[config.mk]
export PLATFORM = sky130hd
export DESIGN_NAME = heartbeat_membership_table
export DESIGN_NICKNAME = d
export VERILOG_FILES = /design/src/design/hmt_pkg.sv /design/src/design/hmt_front.sv /design/src/design/hmt_back.sv /design/src/design/hmt_outq.sv /design/src/design/heartbeat_membership_table.sv
export SDC_FILE = /design/constraint.sdc
export NUM_CORES = 2
export LEC_CHECK = 0
export BUFFER_PORTS_ARGS = -buffer_cell sky130_fd_sc_hd__buf_2
export CORE_MARGIN = 5
export CORE_UTILIZATION = 40
export DETAILED_ROUTE_END_ITERATION = 7
export GPL_ROUTABILITY_DRIVEN = 0
export MAX_ROUTING_LAYER = met4
export PLACE_DENSITY = 0.58
export SLEW_MARGIN = 20
export SYNTH_ARGS = -nofsm -noshare
export SYNTH_HDL_FRONTEND = slang
export SYNTH_HIERARCHICAL = 1
export SYNTH_SLANG_ARGS = --single-unit
[constraint.sdc]
create_clock -name clk -period 12 [get_ports clk]
set_input_delay 2.4 -clock clk [delete_from_list [all_inputs] [get_ports clk]]
set_output_delay 2.4 -clock clk [all_outputs]
set_load 0.1 [all_outputs]
[src/design/hmt_pkg.sv]
// shared types, constants and helpers for the heartbeat membership table
package hmt_pkg;

	localparam int MEMBER_SLOTS = 16;
	localparam int IDX_W = $clog2(MEMBER_SLOTS);
	localparam int ADDR_W = 48;
	localparam int WORD_W = 32;
	localparam int SLOT_W = 4;
	localparam int STATUS_W = 4;

	typedef enum logic [1:0] {
		REG_SELF_ADDR = 2'd0,
		REG_TIMEOUT   = 2'd1,
		REG_CLEANUP   = 2'd2
	} reg_index_t;

	typedef enum logic [STATUS_W-1:0] {
		STAT_IGNORED    = 4'd0,
		STAT_JOINED     = 4'd1,
		STAT_UPDATED    = 4'd2,
		STAT_SPREAD     = 4'd3,
		STAT_SELF_LEAVE = 4'd4,
		STAT_FULL       = 4'd5,
		STAT_TIMED_OUT  = 4'd6,
		STAT_REMOVED    = 4'd7,
		STAT_SWEEP_DONE = 4'd8
	} status_t;

	typedef enum logic [2:0] {
		S_IDLE,
		S_HB_SCAN,
		S_HB_EMIT,
		S_SW_FAIL,
		S_SW_DROP,
		S_SW_DONE
	} back_state_t;

	typedef struct packed {
		logic [ADDR_W-1:0] self_addr;
		logic [WORD_W-1:0] timeout_ticks;
		logic [WORD_W-1:0] cleanup_ticks;
	} cfg_t;

	typedef struct packed {
		logic              cmd;
		logic [ADDR_W-1:0] addr;
		logic [WORD_W-1:0] inc;
		logic [WORD_W-1:0] hb;
		logic              failed;
		logic [WORD_W-1:0] now;
		logic              is_self;
	} item_t;

	typedef struct packed {
		status_t           status;
		logic [SLOT_W-1:0] slot;
		logic [ADDR_W-1:0] addr;
		logic [WORD_W-1:0] inc;
		logic              last;
	} res_t;

	// low bits of a slot index as the result field
	function automatic logic [SLOT_W-1:0] slot_field(input logic [IDX_W-1:0] idx);
		logic [IDX_W+SLOT_W-1:0] t;
		t = {{SLOT_W{1'b0}}, idx};
		return t[SLOT_W-1:0];
	endfunction

endpackage

[src/design/hmt_front.sv]
// front end: item queue that tags heartbeat words naming this node
module hmt_front (
	input  logic                    clk,
	input  logic                    arst_n,
	input  logic                    push,
	output logic                    full,
	input  hmt_pkg::item_t          item_in,
	input  hmt_pkg::cfg_t           cfg,
	output logic                    valid,
	input  logic                    pop,
	output hmt_pkg::item_t          item_out
);

	hmt_pkg::item_t mem_q [2];
	logic           wr_q;
	logic           rd_q;
	logic [1:0]     count_q;
	hmt_pkg::item_t marked;
	logic           do_push;
	logic           do_pop;

	always_comb begin
		marked = item_in;
		marked.is_self = (item_in.addr == cfg.self_addr);
	end

	assign full     = (count_q == 2'd2);
	assign valid    = (count_q != 2'd0);
	assign do_push  = push && !full;
	assign do_pop   = pop && valid;
	assign item_out = mem_q[rd_q];

	always_ff @(posedge clk or negedge arst_n) begin
		if (!arst_n) begin
			wr_q    <= 1'b0;
			rd_q    <= 1'b0;
			count_q <= 2'd0;
		end else begin
			if (do_push) wr_q <= ~wr_q;
			if (do_pop) rd_q <= ~rd_q;
			case ({do_push, do_pop})
				2'b10:   count_q <= count_q + 2'd1;
				2'b01:   count_q <= count_q - 2'd1;
				default: count_q <= count_q;
			endcase
		end
	end

	always_ff @(posedge clk) begin
		if (do_push) mem_q[wr_q] <= marked;
	end

endmodule

[src/design/hmt_back.sv]
// back end: table storage and the slot walking sequencer
module hmt_back (
	input  logic           clk,
	input  logic           arst_n,
	input  hmt_pkg::cfg_t  cfg,
	input  logic           in_valid,
	input  hmt_pkg::item_t item,
	output logic           in_pop,
	input  logic           res_full,
	output logic           res_push,
	output hmt_pkg::res_t  res
);

	localparam logic [hmt_pkg::IDX_W-1:0] LAST_IDX = hmt_pkg::IDX_W'(hmt_pkg::MEMBER_SLOTS - 1);

	hmt_pkg::back_state_t state_q, state_d;
	hmt_pkg::item_t       cur_q;
	logic [hmt_pkg::IDX_W-1:0] idx_q, idx_d, hit_q, hit_d, free_q, free_d;
	logic hit_found_q, hit_found_d, free_found_q, free_found_d;

	logic                        valid_q  [hmt_pkg::MEMBER_SLOTS];
	logic [hmt_pkg::ADDR_W-1:0]  addr_q   [hmt_pkg::MEMBER_SLOTS];
	logic [hmt_pkg::WORD_W-1:0]  inc_q    [hmt_pkg::MEMBER_SLOTS];
	logic [hmt_pkg::WORD_W-1:0]  hb_q     [hmt_pkg::MEMBER_SLOTS];
	logic [hmt_pkg::WORD_W-1:0]  seen_q   [hmt_pkg::MEMBER_SLOTS];
	logic                        failed_q [hmt_pkg::MEMBER_SLOTS];
	logic                        drop_q   [hmt_pkg::MEMBER_SLOTS];

	logic load, new_we, spread_we, hb_we, timeout_we, drop_we, drop_set, drop_val;
	logic live;
	logic [hmt_pkg::WORD_W-1:0] age;

	assign live = valid_q[idx_q] && (addr_q[idx_q] != cfg.self_addr);
	assign age  = cur_q.now - seen_q[idx_q];

	always_comb begin
		state_d      = state_q;
		idx_d        = idx_q;
		hit_d        = hit_q;
		free_d       = free_q;
		hit_found_d  = hit_found_q;
		free_found_d = free_found_q;
		in_pop       = 1'b0;
		load         = 1'b0;
		res_push     = 1'b0;
		new_we       = 1'b0;
		spread_we    = 1'b0;
		hb_we        = 1'b0;
		timeout_we   = 1'b0;
		drop_we      = 1'b0;
		drop_set     = 1'b0;
		drop_val     = 1'b0;
		res.status   = hmt_pkg::STAT_IGNORED;
		res.slot     = '0;
		res.addr     = cur_q.addr;
		res.inc      = cur_q.inc;
		res.last     = 1'b1;
		case (state_q)
			hmt_pkg::S_IDLE: begin
				if (in_valid) begin
					in_pop       = 1'b1;
					load         = 1'b1;
					idx_d        = '0;
					hit_found_d  = 1'b0;
					free_found_d = 1'b0;
					if (item.cmd) state_d = hmt_pkg::S_SW_FAIL;
					else if (item.is_self) state_d = hmt_pkg::S_HB_EMIT;
					else state_d = hmt_pkg::S_HB_SCAN;
				end
			end
			hmt_pkg::S_HB_SCAN: begin
				if (valid_q[idx_q]) begin
					if (!hit_found_q && addr_q[idx_q] == cur_q.addr
							&& inc_q[idx_q] == cur_q.inc) begin
						hit_found_d = 1'b1;
						hit_d       = idx_q;
					end
				end else if (!free_found_q) begin
					free_found_d = 1'b1;
					free_d       = idx_q;
				end
				if (idx_q == LAST_IDX) state_d = hmt_pkg::S_HB_EMIT;
				else idx_d = idx_q + 1'b1;
			end
			hmt_pkg::S_HB_EMIT: begin
				if (cur_q.is_self) begin
					if (cur_q.failed) res.status = hmt_pkg::STAT_SELF_LEAVE;
				end else if (!hit_found_q) begin
					if (!cur_q.failed) begin
						if (!free_found_q) res.status = hmt_pkg::STAT_FULL;
						else begin
							res.status = hmt_pkg::STAT_JOINED;
							res.slot   = hmt_pkg::slot_field(free_q);
							new_we     = !res_full;
						end
					end
				end else if (!failed_q[hit_q]) begin
					if (cur_q.failed) begin
						res.status = hmt_pkg::STAT_SPREAD;
						res.slot   = hmt_pkg::slot_field(hit_q);
						spread_we  = !res_full;
					end else if (cur_q.hb > hb_q[hit_q]) begin
						res.status = hmt_pkg::STAT_UPDATED;
						res.slot   = hmt_pkg::slot_field(hit_q);
						hb_we      = !res_full;
					end
				end
				if (!res_full) begin
					res_push = 1'b1;
					state_d  = hmt_pkg::S_IDLE;
				end
			end
			hmt_pkg::S_SW_FAIL: begin
				res.status = hmt_pkg::STAT_TIMED_OUT;
				res.slot   = hmt_pkg::slot_field(idx_q);
				res.addr   = addr_q[idx_q];
				res.inc    = inc_q[idx_q];
				res.last   = 1'b0;
				if (live && !failed_q[idx_q] && age > cfg.timeout_ticks) begin
					if (!res_full) begin
						res_push   = 1'b1;
						timeout_we = 1'b1;
					end
				end
				if (!(live && !failed_q[idx_q] && age > cfg.timeout_ticks) || !res_full) begin
					drop_set = 1'b1;
					drop_val = live && failed_q[idx_q] && age > cfg.cleanup_ticks;
					if (idx_q == LAST_IDX) begin
						state_d = hmt_pkg::S_SW_DROP;
						idx_d   = '0;
					end else idx_d = idx_q + 1'b1;
				end
			end
			hmt_pkg::S_SW_DROP: begin
				res.status = hmt_pkg::STAT_REMOVED;
				res.slot   = hmt_pkg::slot_field(idx_q);
				res.addr   = addr_q[idx_q];
				res.inc    = inc_q[idx_q];
				res.last   = 1'b0;
				if (drop_q[idx_q] && !res_full) begin
					res_push = 1'b1;
					drop_we  = 1'b1;
				end
				if (!drop_q[idx_q] || !res_full) begin
					if (idx_q == LAST_IDX) state_d = hmt_pkg::S_SW_DONE;
					else idx_d = idx_q + 1'b1;
				end
			end
			hmt_pkg::S_SW_DONE: begin
				res.status = hmt_pkg::STAT_SWEEP_DONE;
				res.addr   = '0;
				res.inc    = '0;
				if (!res_full) begin
					res_push = 1'b1;
					state_d  = hmt_pkg::S_IDLE;
				end
			end
			default: state_d = hmt_pkg::S_IDLE;
		endcase
	end

	always_ff @(posedge clk or negedge arst_n) begin
		if (!arst_n) begin
			state_q      <= hmt_pkg::S_IDLE;
			idx_q        <= '0;
			hit_found_q  <= 1'b0;
			free_found_q <= 1'b0;
			for (int i = 0; i < hmt_pkg::MEMBER_SLOTS; i++) valid_q[i] <= 1'b0;
		end else begin
			state_q      <= state_d;
			idx_q        <= idx_d;
			hit_found_q  <= hit_found_d;
			free_found_q <= free_found_d;
			if (new_we) valid_q[free_q] <= 1'b1;
			if (drop_we) valid_q[idx_q] <= 1'b0;
		end
	end

	always_ff @(posedge clk) begin
		hit_q  <= hit_d;
		free_q <= free_d;
		if (load) cur_q <= item;
		if (drop_set) drop_q[idx_q] <= drop_val;
		if (new_we) begin
			addr_q[free_q]   <= cur_q.addr;
			inc_q[free_q]    <= cur_q.inc;
			hb_q[free_q]     <= cur_q.hb;
			seen_q[free_q]   <= cur_q.now;
			failed_q[free_q] <= 1'b0;
		end
		if (spread_we) begin
			failed_q[hit_q] <= 1'b1;
			seen_q[hit_q]   <= cur_q.now;
		end
		if (hb_we) begin
			hb_q[hit_q]   <= cur_q.hb;
			seen_q[hit_q] <= cur_q.now;
		end
		if (timeout_we) begin
			failed_q[idx_q] <= 1'b1;
			seen_q[idx_q]   <= cur_q.now;
		end
	end

endmodule

[src/design/hmt_outq.sv]
// result queue between the sequencer and the result ports
module hmt_outq (
	input  logic          clk,
	input  logic          arst_n,
	input  logic          push,
	input  hmt_pkg::res_t res_in,
	output logic          full,
	input  logic          pop,
	output logic          empty,
	output hmt_pkg::res_t res_out
);

	hmt_pkg::res_t mem_q [2];
	logic          wr_q;
	logic          rd_q;
	logic [1:0]    count_q;
	logic          do_push;
	logic          do_pop;

	assign full    = (count_q == 2'd2);
	assign empty   = (count_q == 2'd0);
	assign do_push = push && !full;
	assign do_pop  = pop && !empty;
	assign res_out = mem_q[rd_q];

	always_ff @(posedge clk or negedge arst_n) begin
		if (!arst_n) begin
			wr_q    <= 1'b0;
			rd_q    <= 1'b0;
			count_q <= 2'd0;
		end else begin
			if (do_push) wr_q <= ~wr_q;
			if (do_pop) rd_q <= ~rd_q;
			case ({do_push, do_pop})
				2'b10:   count_q <= count_q + 2'd1;
				2'b01:   count_q <= count_q - 2'd1;
				default: count_q <= count_q;
			endcase
		end
	end

	always_ff @(posedge clk) begin
		if (do_push) mem_q[wr_q] <= res_in;
	end

endmodule

[src/design/heartbeat_membership_table.sv]
// top level of the heartbeat membership table
//
//  channel   handshake         payload
//  input     push / full       cmd peer_addr peer_incarnation peer_heartbeat
//                              peer_failed current_time
//  result    empty / pop       status slot out_addr out_incarnation last
//  config    cfg_we            cfg_index cfg_data
//
// a heartbeat word is matched against every slot in the sequencer (one slot
// read per cycle in the table scan), a word naming this node skips the scan
// a sweep walks the table in two passes, time-outs and then removals, each one
// slot per cycle unless a result waits on a full result queue
// reset clears the table valid bits and both queues at once, no clearing pass
// a two word queue on each side lets pushing and popping stall independently
module heartbeat_membership_table (
	input  logic                            clk,
	input  logic                            arst_n,
	// configuration
	input  logic                            cfg_we,
	input  logic [1:0]                      cfg_index,
	input  logic [hmt_pkg::ADDR_W-1:0]      cfg_data,
	// input words
	input  logic                            push,
	output logic                            full,
	input  logic                            cmd,
	input  logic [hmt_pkg::ADDR_W-1:0]      peer_addr,
	input  logic [hmt_pkg::WORD_W-1:0]      peer_incarnation,
	input  logic [hmt_pkg::WORD_W-1:0]      peer_heartbeat,
	input  logic                            peer_failed,
	input  logic [hmt_pkg::WORD_W-1:0]      current_time,
	// result words
	output logic                            empty,
	input  logic                            pop,
	output logic [hmt_pkg::STATUS_W-1:0]    status,
	output logic [hmt_pkg::SLOT_W-1:0]      slot,
	output logic [hmt_pkg::ADDR_W-1:0]      out_addr,
	output logic [hmt_pkg::WORD_W-1:0]      out_incarnation,
	output logic                            last
);

	hmt_pkg::cfg_t  cfg_q;
	hmt_pkg::item_t item_in;
	hmt_pkg::item_t item_q;
	hmt_pkg::res_t  res_w;
	hmt_pkg::res_t  head;
	logic           item_valid;
	logic           item_pop;
	logic           res_push;
	logic           res_full;

	// configuration registers, unknown indexes fall through untouched
	always_ff @(posedge clk or negedge arst_n) begin
		if (!arst_n) begin
			cfg_q.self_addr     <= '0;
			cfg_q.timeout_ticks <= hmt_pkg::WORD_W'(5);
			cfg_q.cleanup_ticks <= hmt_pkg::WORD_W'(10);
		end else if (cfg_we) begin
			case (cfg_index)
				hmt_pkg::REG_SELF_ADDR: cfg_q.self_addr     <= cfg_data;
				hmt_pkg::REG_TIMEOUT:   cfg_q.timeout_ticks <= cfg_data[hmt_pkg::WORD_W-1:0];
				hmt_pkg::REG_CLEANUP:   cfg_q.cleanup_ticks <= cfg_data[hmt_pkg::WORD_W-1:0];
				default:                cfg_q               <= cfg_q;
			endcase
		end
	end

	// gather the input word, the self tag is filled in by the front end
	always_comb begin
		item_in.cmd     = cmd;
		item_in.addr    = peer_addr;
		item_in.inc     = peer_incarnation;
		item_in.hb      = peer_heartbeat;
		item_in.failed  = peer_failed;
		item_in.now     = current_time;
		item_in.is_self = 1'b0;
	end

	hmt_front u_front (
		.clk      (clk),
		.arst_n   (arst_n),
		.push     (push),
		.full     (full),
		.item_in  (item_in),
		.cfg      (cfg_q),
		.valid    (item_valid),
		.pop      (item_pop),
		.item_out (item_q)
	);

	hmt_back u_back (
		.clk      (clk),
		.arst_n   (arst_n),
		.cfg      (cfg_q),
		.in_valid (item_valid),
		.item     (item_q),
		.in_pop   (item_pop),
		.res_full (res_full),
		.res_push (res_push),
		.res      (res_w)
	);

	hmt_outq u_outq (
		.clk     (clk),
		.arst_n  (arst_n),
		.push    (res_push),
		.res_in  (res_w),
		.full    (res_full),
		.pop     (pop),
		.empty   (empty),
		.res_out (head)
	);

	// result ports straight off the queue head
	assign status          = head.status;
	assign slot            = head.slot;
	assign out_addr        = head.addr;
	assign out_incarnation = head.inc;
	assign last            = head.last;

endmodule

==> impl_metrics.csv <==
group,metric,value,unit
outcome,status,"complete, no violations",
global_route,grt_max_degree,122,
die,core_area,312000,µm²
detailed_routing,drt_iter0_drc,6815,
place,postPlaceCellArea,132000,µm²
detailed_routing,drc,0,
die,die_w,570,µm
clocking,cts_buffer_depth,4,
clocking,cts_resized,0,
sta,setup_viol,0,
clocking,cts_buffers,333,
sta,holdWs,0.481,ns
layout,stdcell_area,143000,µm²
sta,fin_crit_sh,85.4,%
pwr,p_clk_share,28.9,%
global_route,grt_antenna_before_repair,41,
sta,min_period,10.24,ns
global_route,grt.total_usage,21.8,%
die,rows,205,
synthesis,syn_inst,6090,
clocking,clk_latency,0.92,ns
sta,max_slew_margin,19.5,%
worst_setup_path,worstPathArrival,10.81,ns
pwr,intPower,0.0231,W
layout,syn2layout_area_growth,14.0,%
sta,grt_setup_unrepaired,"no",
pwr,swShare,33.4,%
global_route,grt_busiest_layer,"met2",
synthesis,syn_area,125000,µm²
worst_setup_path,critPathMaxStageDelay,0.97,ns
pwr,p_leak,47.1,nW
worst_setup_path,start_kind,"flip-flop",
global_route,grtUsageMet2,33.9,%
detailed_routing,wl_per_cell,31.7,µm
pwr,pwr_density_cell,242,nW/µm²
layout,layout.cells.non_filler,11000,
job,maxCapViolations,0,
clocking,path_clk_slew,0.06,ns
layout,fillers,26000,
global_route,grt_pass1_vias,64200,
synthesis,synth_nets,6426,
die,ios,292,
pwr,p_switching,0.0116,W
worst_setup_path,worstSetupPathType,"reg -> reg",
detailed_routing,antenna_left,0,
die,die_y,570,µm
layout,drive_gt1_share,29.6,%
place,port_buffers,291,
detailed_routing,vias_per_cell,5.76,
clocking,clock-sinks,3111,
clocking,htree_levels,5,
worst_setup_path,cpMaxStageDelayCell,"dfrtp_4",
detailed_routing,num_vias,63500,
global_route,grtUsageMet1,29.5,%
sta,finalMaxSlewViolations,0,
detailed_routing,drt_pass1_iterations,6,
sta,finalHoldViolCount,0,
sta,fin_ws,1.76,ns
pwr,comb_power_share,25.6,%
detailed_routing,drt_wl_total,350000,µm
place,placed_cells,10400,
place,dpl.hpwl,213000,µm
worst_setup_path,cp.required,12.57,ns
die,fp.dieArea,325000,µm²
sta,fmax,0.0976,GHz
pwr,vdd_ir_drop_max,0.222,mV
worst_setup_path,crit_path_end_kind,"flip-flop",
synthesis,ys_warn_count,6,
global_route,grt_pass1_wl,492000,µm
place,post-place-ws,1.76,ns
sta,skew,0.0644,ns
min_path,hp-class,"reg -> reg",
sta,worst-slew-pin-transition,1.21,ns
clocking,clockRootBuffer,"clkbuf_16",
worst_setup_path,critPathMaxFanout,42,
global_route,grt_overflow,0,
sta,tns,0,ns
global_route,grtUsageMet3,3.96,%
clocking,cts_tree,"done",
pwr,seq_power_share,45.5,%
die,initial_core_util,40.2,%
clocking,cts_setup_buffers,0,
synthesis,avgSynthCellArea,20.6,µm²
clocking,hold_buffers,0,
layout,nets,6934,
==> critical path, delay by kind of cell, from the launching register on <==
family                   cells  cell delay (ns)
AO/OA/AOI/OAI               12             3.77
AND/OR/NAND/NOR              6             2.39
buffers and inverters        4             1.03
multiplexers                 2             1.02
flip-flops                   1             0.97
adder cells (fa/ha/maj)      2             0.56
XOR/XNOR                     1             0.12
==> flip-flops by register name (all words and copies together) (netlist names), 3 cells and up, named ones only <==
register         cells
cfg_q              112
u_back/addr_q      768
u_back/cur_q       146
u_back/drop_q       16
u_back/failed_q     16
u_back/free_q        4
u_back/hb_q        512
u_back/hit_q         4
u_back/idx_q         4
u_back/inc_q       512
u_back/seen_q      512
u_back/state_q       3
u_back/valid_q      16
u_front/mem_q      294
u_outq/mem_q       178
==> power by group through the flow <==
stage / logic (W) / registers, W / clock network, W
after global routing: 0.00938 / 0.0160 / 0.0107
after global placement: 0.00884 / 0.0159 / 0
after detailed placement: 0.00890 / 0.0160 / 0
after floorplan: 0.00615 / 0.0153 / 0
final: 0.00888 / 0.0158 / 0.0100
after CTS: 0.00895 / 0.0158 / 0.0102
==> layout make-up <==
type / instances / area (µm²) / area share (%)
repair buffers: 441 / 2770 / 1.94
diodes: 30 / 75.1 / 0.0525
inverters: 169 / 649 / 0.454
clock buffers: 408 / 8720 / 6.09
clock inverters: 193 / 1890 / 1.32
flip-flops and latches: 3111 / 92700 / 64.8
multi-input cells: 2542 / 31100 / 21.7
well taps: 4140 / 5180 / 3.62
==> through the flow <==
step,total power [W],utilization [%]
2_1_floorplan,0.0215,-
3_3_place_gp,0.0248,42.4
3_5_place_dp,0.0249,42.4
4_1_cts,0.0350,45.8
5_1_grt,0.0361,45.8
6_report,0.0347,45.8
==> layout by cell type (no fill, tap or decap), types with 23 or more instances in the layout <==
| cell type | count |
|---|---|
| and3_1 | 23 |
| clkinv_1 | 72 |
| clkbuf_1 | 68 |
| clkbuf_16 | 336 |
| mux2i_1 | 116 |
| mux2_2 | 276 |
| clkinv_2 | 47 |
| nor2_1 | 111 |
| inv_1 | 164 |
| xor2_1 | 131 |
| a21o_1 | 49 |
| nor2b_1 | 23 |
| a21oi_1 | 76 |
| o21ai_0 | 78 |
| edfxtp_1 | 2962 |
| buf_2 | 290 |
| nand3_1 | 46 |
| nor3_1 | 25 |
| a32o_1 | 68 |
| buf_4 | 136 |
| mux4_2 | 669 |
| bufinv_16 | 26 |
| nand4_1 | 48 |
| diode_2 | 30 |
| nand2_1 | 116 |
| dfrtp_1 | 135 |
| xnor2_1 | 119 |
| mux2_4 | 91 |
| nor2_4 | 30 |
| a22oi_1 | 25 |
| ha_1 | 134 |
==> worst paths after layout <==
kind                                                   from                             end  slack [ns]  cells past startpoint
worst max-delay path            u_back/idx_q[0]$_DFFE_PN0P_  u_back/seen_q[3][25]$_DFFE_PP_        1.76                     27
worst min-delay path            u_back/valid_q[8]$_DFF_PN0_     u_back/valid_q[8]$_DFF_PN0_        0.48                      1
worst max register to register  u_back/idx_q[0]$_DFFE_PN0P_  u_back/seen_q[3][25]$_DFFE_PP_        1.76                     27
worst min register to register  u_back/valid_q[8]$_DFF_PN0_     u_back/valid_q[8]$_DFF_PN0_        0.48                      1
max in group asynchronous                            arst_n          cfg_q[103]$_DFFE_PN0P_        8.92                      2
min in group asynchronous                            arst_n           cfg_q[31]$_DFFE_PN0P_        1.57                      1
==> layer usage <==
metal | vias to the layer above | wire, µm
li1 | 26100 | -
met1 | 34200 | 146000
met2 | 2629 | 167000
met3 | 546 | 25400
met4 | 0 | 11500
met5 | - | 0
Note: power is estimated with default switching activity, not from simulation.
